<file path="config.mk">
export PLATFORM = sky130hd
export DESIGN_NAME = rpe_div
export DESIGN_NICKNAME = d
export VERILOG_FILES = /design/src/hw/rtl/register_pmachine_executor_core_assert.svh /design/src/hw/rtl/rpe_pkg.sv /design/src/hw/rtl/rpe_div.sv
export SDC_FILE = /design/constraint.sdc
export NUM_CORES = 1
export LEC_CHECK = 0
export BUFFER_PORTS_ARGS = -buffer_cell sky130_fd_sc_hd__buf_2
export CAP_MARGIN = 20
export CORE_ASPECT_RATIO = 1.75
export CORE_UTILIZATION = 30
export CTS_CLUSTER_DIAMETER = 80
export CTS_CLUSTER_SIZE = 25
export DETAILED_ROUTE_END_ITERATION = 10
export PLACE_DENSITY = 0.56
export SYNTH_ARGS = -nofsm -noshare
export SYNTH_HDL_FRONTEND = slang
export SYNTH_SLANG_ARGS = --single-unit
</file>
<file path="constraint.sdc">
create_clock -name clk -period 10.6 [get_ports clk]
set_input_delay 1.59 -clock clk [delete_from_list [all_inputs] [get_ports clk]]
set_output_delay 1.59 -clock clk [all_outputs]
set_load 0.02 [all_outputs]
</file>
<file path="src/hw/rtl/register_pmachine_executor_core_assert.svh">
// Assertion macros for the stack machine executor core.
// Each macro takes a label, an antecedent, a consequent and a message.
`ifndef REGISTER_PMACHINE_EXECUTOR_CORE_ASSERT_SVH
`define REGISTER_PMACHINE_EXECUTOR_CORE_ASSERT_SVH

// Same-cycle implication, sampled on clk, off while in reset
`define RPE_ASSERT_NOW(lbl, ante, cons, msg) \
  lbl: assert property (@(posedge clk) disable iff (!rst_n) (ante) |-> (cons)) \
    else $error(msg);

// Next-cycle implication, sampled on clk, off while in reset
`define RPE_ASSERT_NEXT(lbl, ante, cons, msg) \
  lbl: assert property (@(posedge clk) disable iff (!rst_n) (ante) |=> (cons)) \
    else $error(msg);

`endif

</file>
<file path="src/hw/rtl/rpe_pkg.sv">
// ----------------------------------------------------------------------------
// rpe_pkg
// Types, opcodes and constants shared by the executor core and its divider.
// ----------------------------------------------------------------------------
package rpe_pkg;

  localparam int STACK_AW = 11;
  localparam int CODE_AW  = 9;
  localparam int REG_AW   = 4;
  localparam int REG_COUNT = 16;
  localparam int WORD_W   = 32;

  localparam logic [STACK_AW-1:0] STACK_LAST = 11'd2047;
  localparam logic [STACK_AW-1:0] CAL_SP_MAX = 11'd2043;
  localparam logic [STACK_AW-1:0] RTN_BP_MAX = 11'd2044;

  // Opcodes
  localparam logic [4:0] OP_LIT  = 5'd1;
  localparam logic [4:0] OP_RTN  = 5'd2;
  localparam logic [4:0] OP_LOD  = 5'd3;
  localparam logic [4:0] OP_STO  = 5'd4;
  localparam logic [4:0] OP_CAL  = 5'd5;
  localparam logic [4:0] OP_INC  = 5'd6;
  localparam logic [4:0] OP_JMP  = 5'd7;
  localparam logic [4:0] OP_JPC  = 5'd8;
  localparam logic [4:0] OP_WRT  = 5'd9;
  localparam logic [4:0] OP_RED  = 5'd10;
  localparam logic [4:0] OP_HLT  = 5'd11;
  localparam logic [4:0] OP_NEG  = 5'd12;
  localparam logic [4:0] OP_ADD  = 5'd13;
  localparam logic [4:0] OP_SUB  = 5'd14;
  localparam logic [4:0] OP_MUL  = 5'd15;
  localparam logic [4:0] OP_DIV  = 5'd16;
  localparam logic [4:0] OP_ODD  = 5'd17;
  localparam logic [4:0] OP_MOD  = 5'd18;
  localparam logic [4:0] OP_EQL  = 5'd19;
  localparam logic [4:0] OP_NEQ  = 5'd20;
  localparam logic [4:0] OP_LSS  = 5'd21;
  localparam logic [4:0] OP_LEQ  = 5'd22;
  localparam logic [4:0] OP_GTR  = 5'd23;
  localparam logic [4:0] OP_GEQ  = 5'd24;

  // Fault codes
  localparam logic [1:0] FAULT_NONE  = 2'd0;
  localparam logic [1:0] FAULT_DIV0  = 2'd1;
  localparam logic [1:0] FAULT_STACK = 2'd2;

  typedef struct packed {
    logic [4:0]               operation;
    logic [REG_AW-1:0]        reg_index;
    logic [3:0]               level;
    logic signed [WORD_W-1:0] modifier;
    logic signed [WORD_W-1:0] read_value;
  } in_item_t;

  typedef struct packed {
    logic [CODE_AW-1:0]       program_counter;
    logic [STACK_AW-1:0]      base_pointer;
    logic [STACK_AW-1:0]      stack_pointer;
    logic signed [WORD_W-1:0] write_value;
    logic                     write_valid;
    logic                     halted;
    logic [1:0]               fault;
  } out_item_t;

  // Divider request and response
  typedef struct packed {
    logic              start;
    logic [WORD_W-1:0] dividend;
    logic [WORD_W-1:0] divisor;
  } div_req_t;

  typedef struct packed {
    logic              done;
    logic [WORD_W-1:0] quotient;
    logic [WORD_W-1:0] remainder;
  } div_rsp_t;

endpackage

</file>
<file path="src/hw/rtl/rpe_div.sv">
// ----------------------------------------------------------------------------
// rpe_div
// Iterative signed 32-bit divider, one quotient bit per cycle, truncating.
// ----------------------------------------------------------------------------
module rpe_div (
  input  logic              clk,
  input  logic              rst_n,
  input  rpe_pkg::div_req_t req,
  output rpe_pkg::div_rsp_t rsp
);
  import rpe_pkg::*;

  logic [WORD_W-1:0] rem_r, rem_nxt;
  logic [WORD_W-1:0] quo_r, quo_nxt;
  logic [WORD_W-1:0] den_r, den_nxt;
  logic              qneg_r, qneg_nxt;
  logic              rneg_r, rneg_nxt;
  logic [5:0]        cnt_r, cnt_nxt;
  logic              done_r, done_nxt;
  logic [WORD_W+1:0] trial;

  // Trial subtract of the shifted partial remainder
  assign trial = {1'b0, rem_r, quo_r[WORD_W-1]} - {2'b00, den_r};

  always_comb begin
    rem_nxt  = rem_r;
    quo_nxt  = quo_r;
    den_nxt  = den_r;
    qneg_nxt = qneg_r;
    rneg_nxt = rneg_r;
    cnt_nxt  = cnt_r;
    done_nxt = 1'b0;
    if (req.start) begin
      rem_nxt  = '0;
      quo_nxt  = req.dividend[WORD_W-1] ? (~req.dividend + 32'd1) : req.dividend;
      den_nxt  = req.divisor[WORD_W-1] ? (~req.divisor + 32'd1) : req.divisor;
      qneg_nxt = req.dividend[WORD_W-1] ^ req.divisor[WORD_W-1];
      rneg_nxt = req.dividend[WORD_W-1];
      cnt_nxt  = 6'd32;
    end else if (cnt_r != 6'd0) begin
      if (!trial[WORD_W+1]) begin
        rem_nxt = trial[WORD_W-1:0];
        quo_nxt = {quo_r[WORD_W-2:0], 1'b1};
      end else begin
        rem_nxt = {rem_r[WORD_W-2:0], quo_r[WORD_W-1]};
        quo_nxt = {quo_r[WORD_W-2:0], 1'b0};
      end
      cnt_nxt = cnt_r - 6'd1;
      if (cnt_r == 6'd1) begin
        done_nxt = 1'b1;
      end
    end
  end

  always_ff @(posedge clk) begin
    if (!rst_n) begin
      cnt_r  <= '0;
      done_r <= 1'b0;
    end else begin
      cnt_r  <= cnt_nxt;
      done_r <= done_nxt;
    end
    rem_r  <= rem_nxt;
    quo_r  <= quo_nxt;
    den_r  <= den_nxt;
    qneg_r <= qneg_nxt;
    rneg_r <= rneg_nxt;
  end

  // Apply signs to the magnitudes
  assign rsp.done      = done_r;
  assign rsp.quotient  = qneg_r ? (~quo_r + 32'd1) : quo_r;
  assign rsp.remainder = rneg_r ? (~rem_r + 32'd1) : rem_r;

endmodule
</file>
==> flow_summary.ini, run 1 <==
[sta]
fmaxAchievable_mhz = 182.6
finalCritPeriodShare = 0.5166
maxSlewViolCount = 0
fin_worst_skew_ps = 9.996
worstMarginPinSlew_ps = 1145
fin_crit_ps = 5476
slew_headroom = 0.2167
tns_ps = 0
finalSetupViolCount = 0
finalHoldViolations = 0
rsz0062_at_grt = false

[setup_path]
critPathCaptureType = output pin
critPathRequiredTime_ps = 9010
crit_fanout = 3
critical_path_arrival_ps = 3890
critPathLaunchType = flop
critPathKind = flop to output pin
ff2ff_setup_slack_ps = 6650

[cells_and_area]
n_antenna_cell = 0
stdcell_count = 1444
drive_above_1_share = 0.1498
area_growth_pct = 14.85
fin_nets = 1177

[clock_network]
cts_tree = yes
clkSinkCount = 105
cts.clk_slew.worst_paths_ps = 70
post-cts-setup-buffer-count = 0
cts_buffers = 9
postCtsHoldBufs = 0
ctsResizeCount = 0
worstSkewPairLatency_ps = 360
htreeDepth = 3
cts.path.max_buffers = 2
cts_root_buf = clkbuf_16

[floorplan]
die_w_um = 128.2
ios = 132
die_height_um = 222.8
start_util = 0.3058
core_area_um2 = 27330
die_area_um2 = 28550
rows = 80

[yosys]
synthArstFlopShare = 0
ys_seq_area_frac = 0.3306
synth_top_area_cell = edfxtp_1
avgSynthCellArea_um2 = 8.642
synth-main-ff-cell = edfxtp_1
synth_cells = 967
synth_edf_count = 66
ys_ff_latch = 105
synthesis.nets = 1074
yosys_warnings = 0
syn_area_um2 = 8357
synth_top_cell_area_share = 0.2372
synth_cell_types = 59
netlist_top_cells_area = edfxtp_1 24%, xnor2_1 11%, dfxtp_1 9.3%, ha_1 5.8%, xor2_1 4.5%

[placement]
dpl.hpwl_mm = 18.53
routabilityCongestion = 0.8280
dp.cells = 1428
io_buffers = 131

[global_routing]
antenna_found_initial = 0
grt_pass1_vias = 7101
grt_util_all_layers = 0.1647
grt_pass1_wl_mm = 36.79
grt_start_max_net_pins = 86
grt_overflow_total = 0

[pwr]
ir_worst_vdd_mv = 0.1021
p_leak_nw = 3.936
power_mw = 2.691
power.density_nw_per_um2 = 280.4

[detailed_routing]
post_drt_via_cell_ratio = 4.998
route.detailed.drc = 0
ant_nets = 0
drtIter0Drc = 369
totalWireLength_mm = 22.89
dr_total_vias = 7217
wire_per_inst_um = 15.85
drt_pre_antenna_iters = 4

[hold_path]
hp-class = flop to flop

[outcome]
status = complete, no violations

[job]
maxCapViolCount = 0
-- metrics by stage --
stage / cell area (um^2) / hold WS [ps] / setup WS, ps / util
final: 9598 / 497.4 / 5124 / 0.3512
after global placement: 9331 / 494.5 / 5545 / 0.3415
after CTS: 9598 / 508.4 / 5066 / 0.3512
after detailed placement: 9331 / 497.4 / 5465 / 0.3415
after global routing: 9598 / 536.4 / 4987 / 0.3512
after floorplan: 8357 / 442.3 / 5807 / -
-- sequential cells by signal (all words and copies together) (netlist names) --
signal and count:
quo_r 32, den_r 32, cnt_r 6, rneg_r 1, done_r 1, rem_r 32
qneg_r 1
-- cell usage in the layout, fill, tap and decap left out, types with 22 or more instances in the layout --
master    count
a21oi_1      61
buf_2       130
dfxtp_1      39
edfxtp_1     66
ha_1         39
inv_1        49
mux2i_1      22
nand2_1      80
nor2_1       83
o21ai_0      59
o31ai_1      38
or3_1        24
xnor2_1     109
xor2_1       43
-- report_power, final --
part	internal, mW	total, mW	switching [mW]	leakage [nW]
sequential	0.565	0.748	0.183	0.973
clock	0.165	0.317	0.152	0.136
combinational	0.645	1.63	0.983	2.83
-- path summary, 6_finish.rpt --
path	to	depth (start not counted)	start
max	rsp[63]	10	quo_r[6]$_DFFE_PP_
min	done_r$_SDFF_PP0_	1	cnt_r[5]$_SDFFE_PN0P_
max reg2reg	rem_r[21]$_SDFFE_PP0N_	11	rem_r[2]$_SDFFE_PP0N_
min reg2reg	done_r$_SDFF_PP0_	1	cnt_r[5]$_SDFFE_PN0P_
-- worst max-delay path: stages (launching register included) --
cell      delay, ps
edfxtp_1        470
nor4_4          350
nand2_2         110
or4_4           440
or3_4           350
or3_4           350
or3_4           350
or4_4           470
o31ai_2         290
xnor2_1         160
buf_2           180
-- cells in the mapped netlist (5+ instances only) --
| library cell | count |
|---|---|
| or3_1 | 24 |
| nand3_1 | 11 |
| or4_1 | 17 |
| nor3_1 | 15 |
| xor2_1 | 43 |
| o21a_1 | 7 |
| o31ai_1 | 38 |
| dfxtp_1 | 39 |
| edfxtp_1 | 66 |
| a21oi_1 | 61 |
| a31oi_1 | 10 |
| nand2b_1 | 13 |
| o41ai_1 | 13 |
| clkbuf_1 | 34 |
| nand2_1 | 80 |
| and2_1 | 7 |
| a21o_1 | 15 |
| a211oi_1 | 17 |
| inv_1 | 49 |
| and3_1 | 9 |
| nor2_1 | 83 |
| ha_1 | 39 |
| mux2i_1 | 22 |
| nor4_1 | 8 |
| o21bai_1 | 8 |
| o21ai_0 | 59 |
| o21ai_1 | 5 |
| xnor2_1 | 109 |
| nand4_1 | 7 |
-- cells by family (layout without fill, tap and decap cells) --
| logic type | count (synthesis) | count (layout) | synth area share |
|---|---|---|---|
| AND/OR/NAND/NOR | 296 | 296 | 0.1788 |
| AO/OA/AOI/OAI | 260 | 260 | 0.2012 |
| XOR/XNOR | 152 | 152 | 0.1593 |
| flip-flops | 105 | 105 | 0.3306 |
| buffers and inverters | 92 | 200 | 0.04297 |
| adder cells (fa/ha/maj) | 40 | 40 | 0.06079 |
| multiplexers | 22 | 22 | 0.02635 |
-- layer usage --
metal | share of wire | up-vias | GRT usage
li1 | - | 3721 | -
met1 | 0.39 | 3328 | 0.1776
met2 | 0.55 | 140 | 0.3168
met3 | 0.025 | 28 | 0.01854
met4 | 0.028 | 0 | 0.06831
met5 | 0 | - | 0
-- area by class of cell --
class                      instances  area [um^2]
clock buffer                      12        246.5
clock inverter                     4        20.02
fill                            2887        17730
inverter                          49        183.9
multi-input combinational        770         5235
sequential                       105         2763
tap                              369        461.7
timing repair buffer             135        688.2
(Power assumes the default switching activity.)
==> inputs of run 2 (changes only) <==
clock period = 5.35 ns   (was 10.6 ns; I/O delays follow)
==> flow_summary.ini, run 2 (synthesis results as in run 1) <==
[detailed_routing]
wire_per_inst_um = 15.84
drtIter0Drc = 353
ant_nets = 0
post_drt_via_cell_ratio = 4.980
drt_pre_antenna_iters = 5
totalWireLength_mm = 22.88
dr_total_vias = 7196
route.detailed.drc = 0

[setup_path]
critPathKind = flop to output pin
cp_top_family = simple AND/OR/NAND/NOR gates
critPathRequiredTime_ps = 4550
slowest_delay_ps = 460
critPathLaunchType = flop
cp.depth = 10
rr_worst_depth = 11
critPathCaptureType = output pin
crit_chain = nor3_1 > nand2_2 > or4_4 > or3_4 > or3_4 > or3_4 > or4_4 > o31ai_2 > xnor2_1 > buf_2
crit_fanout = 4
cp_num_buf_inv = 1
cp_slowest_cell = or4_4
cp_common_cell = or3_4
critical_path_arrival_ps = 3850

[cells_and_area]
largestRegisters = den_r x32, quo_r x32, rem_r x32
fin_area_um2 = 9639
layout_commonest_cell = buf_2
final_util = 0.3527
layout_common_cells = 130 x buf_2, 109 x xnor2_1, 83 x nor2_1
fin_nets = 1178
area_growth_pct = 15.35
n_antenna_cell = 0
drive_above_1_share = 0.1506

[outcome]
status = complete, no violations

[global_routing]
grt_pass1_wl_mm = 36.57
grt_overflow_total = 0
antenna_found_initial = 0
grt_start_max_net_pins = 69
grt_util_all_layers = 0.1650
grt_pass1_vias = 7138

[clock_network]
cts_tree = yes
cts.clk_slew.worst_paths_ps = 70
worstSkewPairLatency_ps = 370
cts.path.max_buffers = 2
cts_root_buf = clkbuf_16
htreeDepth = 3
clkSinkCount = 105
cts_buffers = 9
postCtsHoldBufs = 0
post-cts-setup-buffer-count = 0
ctsResizeCount = 0

[placement]
routabilityCongestion = 0.8297
dpl-instance-area_um2 = 9351
io_buffers = 131
dpl.hpwl_mm = 18.48

[floorplan]
core_area_um2 = 27330
ios = 132
rows = 80
start_util = 0.3058
die_height_um = 222.8
die_w_um = 128.2
die_area_um2 = 28550

[sta]
maxSlewViolCount = 0
fmaxAchievable_mhz = 215.0
slew_headroom = 0.2002
finalCritPeriodShare = 0.8693
worstMarginPinSlew_ps = 1169
finalHoldViolations = 0
fin_worst_skew_ps = 9.686
tns_ps = 0
fin_crit_ps = 4651
finalSetupViolCount = 0
rsz0062_at_grt = false

[job]
maxCapViolCount = 0

[pwr]
p_leak_nw = 3.947
power.density_nw_per_um2 = 560.5
ir_worst_vdd_mv = 0.2022

[hold_path]
min_path_cells = 1
hp-class = flop to flop
[run 2: final cells by class]
type	count	area (um^2)
flip-flops and latches	105	2763
repair buffers	136	708.2
inverters	49	183.9
well taps	369	461.7
multi-input cells	770	5235
fillers	2871	17690
clock buffers	10	229.0
clock inverters	6	58.81
[run 2: power breakdown]
group / total (mW) / switching, mW / internal, mW
Clock: 0.670 / 0.310 / 0.360
Combinational: 3.25 / 1.95 / 1.30
Sequential: 1.48 / 0.365 / 1.12
Total: 5.40 / 2.63 / 2.78
[run 2: final timing paths]
kind                    startpoint                     to  slack [ps]
min          cnt_r[5]$_SDFFE_PN0P_      done_r$_SDFF_PP0_         500
max reg2reg  rem_r[2]$_SDFFE_PP0N_  rem_r[7]$_SDFFE_PP0N_        1420
max             quo_r[0]$_DFFE_PP_                rsp[63]         700
min reg2reg  cnt_r[5]$_SDFFE_PN0P_      done_r$_SDFF_PP0_         500
[run 2: through the flow]
stage	total power, mW	hold WS [ps]	worst slack (ps)	cells
detailed placement	4.770	493.6	1052	1429
finish	5.403	502.8	699.1	1445
CTS	5.454	503.8	648.1	1445
global placement	4.743	490.5	1080	1429
global route	5.831	531.6	539.6	1445
floorplan	3.778	442.3	1344	967
[run 2: per-layer routing]
layer	vias to the layer above	track usage	wire length (um)
li1	3727	-	-
met1	3285	0.1753	8969
met2	143	0.3091	12370
met3	41	0.02263	645
met4	0	0.08691	895
met5	-	0	0
